File: config.mk
export PLATFORM = sky130hd
export DESIGN_NAME = bfer_cordic
export DESIGN_NICKNAME = d
export VERILOG_FILES = /design/src/hdl/bfer_pkg.sv /design/src/hdl/bfer_cordic.sv
export SDC_FILE = /design/constraint.sdc
export NUM_CORES = 2
export LEC_CHECK = 0
export ABC_AREA = 0
export ABC_CLOCK_PERIOD_IN_PS = 7480
export BUFFER_PORTS_ARGS = -buffer_cell sky130_fd_sc_hd__buf_4
export CAP_MARGIN = 20
export CORE_ASPECT_RATIO = 0.75
export CORE_MARGIN = 2
export CORE_UTILIZATION = 45
export CTS_BUF_LIST = sky130_fd_sc_hd__clkbuf_2
export CTS_CLUSTER_SIZE = 20
export DETAILED_ROUTE_END_ITERATION = 8
export PLACE_DENSITY = 0.57
export SYNTH_ARGS = -nofsm -noshare
export SYNTH_HDL_FRONTEND = slang
export SYNTH_SLANG_ARGS = --single-unit
File: constraint.sdc
create_clock -name clk -period 7.48 [get_ports clk]
set_clock_uncertainty 0.2 [all_clocks]
set_input_delay 1.122 -clock clk [delete_from_list [all_inputs] [get_ports clk]]
set_output_delay 1.122 -clock clk [all_outputs]
set_load 0.005 [all_outputs]
File: src/hdl/bfer_pkg.sv
// bfer_pkg: shared constants and the arctangent table for the body-frame
// error rotation block. No dependencies; used by every file under hdl/.
package bfer_pkg;

	localparam int ROTATION_STEPS_DEF = 16;
	localparam int POSITION_BITS_DEF  = 32;

	localparam int HEADING_W   = 16;
	// binary angle inside the rotator: 2^31 is a half turn
	localparam int Z_W         = HEADING_W + 1 + 16;
	// rotator x/y are signed Q1.30
	localparam int CW          = 32;
	localparam int FRAC_W      = 30;
	localparam int ATAN_W      = 30;
	localparam int ATAN_ENTRIES = 24;
	localparam int ATAN_IDX_W  = 5;

	// reciprocal of the limiting rotator gain, Q1.30
	localparam logic signed [CW-1:0] GAIN_Q30 = 32'sd652032874;

	// quarter turn in heading units
	localparam logic signed [HEADING_W:0] QUARTER_TURN = 17'sd16384;
	localparam logic signed [HEADING_W:0] HALF_TURN    = 17'sd32768;

	// round(atan(2^-i) * 2^31 / pi)
	function automatic logic [ATAN_W-1:0] atan_val(input logic [ATAN_IDX_W-1:0] i);
		logic [ATAN_W-1:0] v;
		case (i)
			5'd0:  v = 30'd536870912;
			5'd1:  v = 30'd316933406;
			5'd2:  v = 30'd167458907;
			5'd3:  v = 30'd85004756;
			5'd4:  v = 30'd42667331;
			5'd5:  v = 30'd21354465;
			5'd6:  v = 30'd10679838;
			5'd7:  v = 30'd5340245;
			5'd8:  v = 30'd2670163;
			5'd9:  v = 30'd1335087;
			5'd10: v = 30'd667544;
			5'd11: v = 30'd333772;
			5'd12: v = 30'd166886;
			5'd13: v = 30'd83443;
			5'd14: v = 30'd41722;
			5'd15: v = 30'd20861;
			5'd16: v = 30'd10430;
			5'd17: v = 30'd5215;
			5'd18: v = 30'd2608;
			5'd19: v = 30'd1304;
			5'd20: v = 30'd652;
			5'd21: v = 30'd326;
			5'd22: v = 30'd163;
			5'd23: v = 30'd81;
			default: v = '0;
		endcase
		return v;
	endfunction

endpackage

File: src/hdl/bfer_cordic.sv
// bfer_cordic: unrolled rotation-mode CORDIC, one micro-rotation per stage,
// with a sideband bus carried alongside. Depends on bfer_pkg.
module bfer_cordic #(
	parameter int STEPS  = bfer_pkg::ROTATION_STEPS_DEF,
	parameter int SIDE_W = 8
) (
	input  logic                            clk,
	input  logic                            arst_n,
	input  logic                            in_valid,
	output logic                            in_ready,
	input  logic signed [bfer_pkg::Z_W-1:0] in_z,
	input  logic [SIDE_W-1:0]               in_side,
	output logic                            out_valid,
	input  logic                            out_ready,
	output logic signed [bfer_pkg::CW-1:0]  out_x,
	output logic signed [bfer_pkg::CW-1:0]  out_y,
	output logic [SIDE_W-1:0]               out_side
);

	localparam int NS = (STEPS < bfer_pkg::ATAN_ENTRIES) ? STEPS : bfer_pkg::ATAN_ENTRIES;
	localparam int CW = bfer_pkg::CW;
	localparam int ZW = bfer_pkg::Z_W;

	logic signed [CW-1:0] x_s [0:NS];
	logic signed [CW-1:0] y_s [0:NS];
	logic signed [ZW-1:0] z_s [0:NS];
	logic [SIDE_W-1:0]    side_s [0:NS];
	logic [NS:0]          v_s;
	logic [NS+1:1]        en;

	assign x_s[0]    = bfer_pkg::GAIN_Q30;
	assign y_s[0]    = '0;
	assign z_s[0]    = in_z;
	assign side_s[0] = in_side;
	assign v_s[0]    = in_valid;
	assign en[NS+1]  = out_ready;
	assign in_ready  = en[1];

	genvar k;
	generate
		for (k = 1; k <= NS; k++) begin : g_step
			localparam logic signed [ZW-1:0] ATAN_K = $signed({{(ZW - bfer_pkg::ATAN_W){1'b0}},
				bfer_pkg::atan_val(bfer_pkg::ATAN_IDX_W'(k - 1))});
			logic signed [CW-1:0] xs;
			logic signed [CW-1:0] ys;
			logic                 pos;

			assign xs    = x_s[k-1] >>> (k - 1);
			assign ys    = y_s[k-1] >>> (k - 1);
			assign pos   = ~z_s[k-1][ZW-1];
			// a stage takes new data when empty or when its successor moves
			assign en[k] = ~v_s[k] | en[k+1];

			always_ff @(posedge clk or negedge arst_n) begin
				if (!arst_n) begin
					v_s[k] <= 1'b0;
				end else if (en[k]) begin
					v_s[k] <= v_s[k-1];
				end
			end

			always_ff @(posedge clk) begin
				if (en[k] && v_s[k-1]) begin
					x_s[k]    <= pos ? (x_s[k-1] - ys) : (x_s[k-1] + ys);
					y_s[k]    <= pos ? (y_s[k-1] + xs) : (y_s[k-1] - xs);
					z_s[k]    <= pos ? (z_s[k-1] - ATAN_K) : (z_s[k-1] + ATAN_K);
					side_s[k] <= side_s[k-1];
				end
			end
		end
	endgenerate

	assign out_valid = v_s[NS];
	assign out_x     = x_s[NS];
	assign out_y     = y_s[NS];
	assign out_side  = side_s[NS];

endmodule

; ---- Word-level counts from Yosys, hierarchy flattened
; Cells that the tools add are included.
[totals]
register_bits = 1631
[classes]
addsub = 90
n_mux = 46
bitwise_logic = 32
reduce_logical = 16
[op_table]
columns = cell, n
row1 = 32-bit two-way mux, 31
row2 = 33-bit two-way mux, 15
row3 = 32-bit by 17-bit adder with 32-bit output, 2
row4 = 32-bit by 18-bit adder with 32-bit output, 2
row5 = 32-bit by 19-bit adder with 32-bit output, 2
row6 = 32-bit by 20-bit adder with 32-bit output, 2
row7 = 32-bit by 21-bit adder with 32-bit output, 2
row8 = 32-bit by 22-bit adder with 32-bit output, 2
row9 = 32-bit by 23-bit adder with 32-bit output, 2
row10 = 32-bit by 24-bit adder with 32-bit output, 2
row11 = 32-bit by 25-bit adder with 32-bit output, 2
row12 = 32-bit by 26-bit adder with 32-bit output, 2
row13 = 32-bit by 27-bit adder with 32-bit output, 2
row14 = 32-bit by 28-bit adder with 32-bit output, 2
row15 = 32-bit by 29-bit adder with 32-bit output, 2
row16 = 32-bit by 30-bit adder with 32-bit output, 2
row17 = 32-bit by 17-bit subtractor with 32-bit output, 2
row18 = 32-bit by 18-bit subtractor with 32-bit output, 2
row19 = 32-bit by 19-bit subtractor with 32-bit output, 2
row20 = 32-bit by 20-bit subtractor with 32-bit output, 2
row21 = 32-bit by 21-bit subtractor with 32-bit output, 2
row22 = 32-bit by 22-bit subtractor with 32-bit output, 2
row23 = 32-bit by 23-bit subtractor with 32-bit output, 2
row24 = 32-bit by 24-bit subtractor with 32-bit output, 2
row25 = other kinds (43), 94

; ---- Depth between registers and ports, before layout
[depth]
word_depth = 18
mapped_depth = 21
depth_no_buf = 21

; ---- Least setup slack after synthesis
; OpenSTA, ideal clock, no wires.
[synth_timing]
path_type = input-to-reg
start = input port out_ready
end = register x_s (netlist bit g_step[6].xs[0]), enable pin
setup_ns = 0.582
t_arrival_ns = 6.504
required_time_ns = 6.698
setup_slack_ns = 0.194
stages = 8
cell_sequence = nor2b_1 -> nand3_1 -> nor2_1 -> and2_1 -> and3_1 -> nand3_1 -> nor2_1 -> nor2b_1
[synth_between]
elab_chain_len = 13
[synth_rtl]
columns = item, line
row1 = from (decl), bfer_cordic.sv:14  ; input logic out_ready,
row2 = 1-bit bitwise OR (12 in a row), bfer_cordic.sv:52  ; assign en[k] = ~v_s[k] | en[k+1];
row3 = 1-bit logical AND, bfer_cordic.sv:63  ; if (en[k] && v_s[k-1]) begin
row4 = "to (signal, indexed assignment)", bfer_cordic.sv:64  ; x_s[k] <= pos ? (x_s[k-1] - ys) : (x_s[k-1] + ys);
row5 = to (decl), bfer_cordic.sv:24  ; logic signed [CW-1:0] x_s [0:NS];
; Every way passes these cells.
; A chain may end at the register's enable or synchronous reset.

; ---- Final worst setup path
[layout_timing]
start = input port out_ready
end = output port in_ready
[layout_between]
elab_chain_len = 16
[layout_rtl]
columns = item, line
row1 = 1-bit bitwise OR (16 in a row), bfer_cordic.sv:52
row2 = to (decl), bfer_cordic.sv:10  ; output logic in_ready,
; Every way passes these cells.

==> load_flow_metrics.sql <==
INSERT INTO impl_metrics (metric_group, metric, value, unit) VALUES
('hold_path', 'min_path_type', 'reg -> reg', ''),
('clock_network', 'insertion_delay', '1.78', 'ns'),
('detailed_routing', 'drt_pre_antenna_iters', '6', ''),
('critical_path', 'worst_path_max_delay_cell', 'sky130_fd_sc_hd__dlygate4sd3_1', ''),
('grt', 'grtUsageTotal', '24.2', '%'),
('grt', 'grt_pass1_vias', '93000', ''),
('critical_path', 'crit_start', 'out_ready', ''),
('grt', 'initial_antenna_violation_count', '11', ''),
('detailed_routing', 'routed_wirelength', '348000', 'um'),
('synthesis', 'post_synth_inst_count', '12600', ''),
('synthesis', 'yosys.area.top_type_share', '37.1', '%'),
('critical_path', 'reg2reg_depth', '14', ''),
('timing', 'timing_worst_slew_pin_value', '1.15', 'ns'),
('timing', 'finalCritPeriodShare', '83.6', '%'),
('timing', 'finalSetupTns', '0', 'ns'),
('die', 'placementRows', '166', ''),
('clock_network', 'cts_buffer_depth', '4', ''),
('timing', 'grt_setup_unrepaired', 'false', ''),
('die', 'floorplan.die.height', '459', 'um'),
('critical_path', 'r2r-end', 'g_step[7].ys[23]', ''),
('layout', 'fraction_of_final_layout_cells_with_drive_strength_greater_than_1', '7.32', '%'),
('grt', 'total_congestion_overflow', '0', ''),
('grt', 'grt_start_max_net_pins', '106', ''),
('layout', 'num-nets-final', '14500', ''),
('detailed_routing', 'detail-route-antenna-nets', '0', ''),
('place', 'place_inst', '16100', ''),
('synthesis', 'fraction_of_the_yosys_area_taken_by_sequential_cells', '37.4', '%'),
('timing', 'timing.final.crit_period', '6.25', 'ns'),
('place', 'routabilityCongestion', '0.940', ''),
('hold_path', 'hold_path_startpoint', 'side_s[91]', ''),
('clock_network', 'cts_tree', 'yes', ''),
('critical_path', 'reg2reg_from', 'g_step[6].xs[5]', ''),
('synthesis', 'ys.flop_type', 'sky130_fd_sc_hd__edfxtp_1', ''),
('detailed_routing', 'dr.first_iter.drc_count', '9372', ''),
('detailed_routing', 'detail_route.drc_violations', '0', ''),
('timing', 'max_freq', '160', 'MHz'),
('job', 'drv.max_cap_violation_count', '0', ''),
('layout', 'design_area', '0.133', 'mm^2'),
('clock_network', 'clk_root_buffer_cell', 'sky130_fd_sc_hd__clkbuf_2', ''),
('synthesis', 'asyncSetResetFlopFracSynth', '1.03', '%'),
('critical_path', 'path_max_fanout', '5', ''),
('critical_path', 'ws_path_type', 'in -> out', ''),
('run_status', 'result_of_the_run', 'finished, final reports clean', ''),
('synthesis', 'mappedNetlistNets', '14100', ''),
('layout', 'final-instance-count-excl-fill', '17000', ''),
('critical_path', 'crit_arrival', '4.93', 'ns'),
('place', 'port_buffers', '118', ''),
('timing', 'slew-limit-headroom', '22.4', '%'),
('place', 'detailedPlacementHpwl', '276000', 'um'),
('critical_path', 'critPathCapture', 'in_ready', ''),
('detailed_routing', 'detail_route.vias_per_cell', '5.82', ''),
('die', 'core_area', '0.274', 'mm^2'),
('synthesis', 'syn_area_per_cell', '9.84', 'um^2'),
('grt', 'grt_pass1_wl', '539000', 'um'),
('critical_path', 'timing.critical_path.from_type', 'input pin', ''),
('synthesis', 'synth-seq-cells', '1547', ''),
('synthesis', 'synth_cell_type_count', '109', ''),
('layout', 'final_cell_mix', '1,531 x sky130_fd_sc_hd__edfxtp_1, 1,425 x sky130_fd_sc_hd__ha_1, 1,410 x sky130_fd_sc_hd__a21oi_1', ''),
('detailed_routing', 'route.detailed.wl_per_inst', '20.5', 'um'),
('critical_path', 'critical_path.max_stage_delay', '0.54', 'ns'),
('clock_network', 'path_clk_slew', '0.10', 'ns'),
('timing', 'number_of_hold_violations_in_the_final_report', '0', ''),
('timing', 'finalSetupViolations', '0', ''),
('critical_path', 'reg2reg_setup_slack', '1.49', 'ns'),
('synthesis', 'summed_instance_area_of_the_synthesized_netlist', '0.124', 'mm^2'),
('layout', 'layout_commonest_cell', 'sky130_fd_sc_hd__edfxtp_1', ''),
('die', 'initial_utilization', '45.4', '%'),
('die', 'design.portCount', '119', ''),
('synthesis', 'count_of_flip_flops_with_a_built_in_enable_after_synthesis', '1531', ''),
('synthesis', 'yosysWarningCount', '0', ''),
('layout', 'synthToLayoutAreaGrowth', '7.58', '%');
area by class of cell:
type | count | area [um^2]
flip-flops and latches | 1547 | 46400
well taps | 3612 | 4520
clock buffers | 560 | 2800
clock inverters | 152 | 852
multi-input cells | 10300 | 74600
repair buffers | 272 | 2370
inverters | 524 | 1970
fillers | 25300 | 140000
diodes | 5 | 12.5
cell usage after synthesis (93+ instances only):
library cell               count
sky130_fd_sc_hd__edfxtp_1   1531
sky130_fd_sc_hd__ha_1       1425
sky130_fd_sc_hd__a21oi_1    1410
sky130_fd_sc_hd__xnor2_1    1116
sky130_fd_sc_hd__nor2_1     1037
sky130_fd_sc_hd__nand2_1     637
sky130_fd_sc_hd__xor2_1      589
sky130_fd_sc_hd__a21o_1      559
sky130_fd_sc_hd__inv_1       521
sky130_fd_sc_hd__o21ai_0     506
sky130_fd_sc_hd__nor3_1      299
sky130_fd_sc_hd__nand3_1     223
sky130_fd_sc_hd__o21a_1      198
sky130_fd_sc_hd__nand2b_1    192
sky130_fd_sc_hd__nor2b_1     151
sky130_fd_sc_hd__o21bai_1    150
sky130_fd_sc_hd__a31oi_1     146
sky130_fd_sc_hd__clkbuf_1    136
sky130_fd_sc_hd__a211oi_1    128
sky130_fd_sc_hd__nand4_1     107
sky130_fd_sc_hd__and3_1      106
sky130_fd_sc_hd__o21ai_1      93
sequential cells by signal, indices dropped and copies added, names as in the netlist:
register and cells:
out_y 32, x_s 118, out_x 32, v_s 15, out_valid 1, g_step.ys 331, side_s 120, out_side 8
z_s 462, g_step.xs 310, y_s 118
what timing repair did:
action                                 CTS  global route
gates resized for setup                  0             0
hold buffers                            87             0
endpoints found under the hold margin  144             0
per-stage QoR:
step                      utilization [%]  worst slack (ns)
after CTS                            48.8              1.29
after floorplan                         -             0.194
after detailed placement             47.1              1.76
final                                48.8              1.23
after global placement               47.1              1.82
after global routing                 48.8             0.981
worst min-delay path by stage:
stage                       end  slack, ns  depth (start not counted)
global placement     side_s[47]       0.20                          0
finish               side_s[83]       0.16                          0
detailed placement   side_s[44]       0.20                          0
floorplan           out_side[0]       0.20                          0
global route        side_s[124]       0.13                          3
CTS                    z_s[525]       0.04                          3
critical path, delay by kind of cell:
family | cells | cell delay [ns]
AND/OR/NAND/NOR | 8 | 2.31
buffers and inverters | 4 | 1.49
cells by family (layout without fill, tap and decap cells):
logic type	after synthesis	after routing	synth area share [%]
other cells	1	6	0.00302
mux	119	119	1.00
buf+inv	773	1508	2.56
flops	1547	1547	37.4
xor+xnor	1706	1706	12.1
fa+ha+maj	1469	1469	15.1
compound gates	3793	3793	19.4
simple gates	3196	3196	12.6
routing by layer:
| layer | vias up | GRT usage [%] | part of all wire [%] | wire length (um) |
|---|---|---|---|---|
| li1 | 48000 | - | - | - |
| met1 | 47100 | 39.1 | 53 | 183000 |
| met2 | 3134 | 32.8 | 38 | 133000 |
| met3 | 398 | 4.10 | 7.4 | 25600 |
| met4 | 0 | 5.13 | 1.8 | 6280 |
| met5 | - | 0 | 0 | 0 |
Power is not shown: default switching activity piles up to over one toggle a cycle in this logic, so the estimate is an artifact.
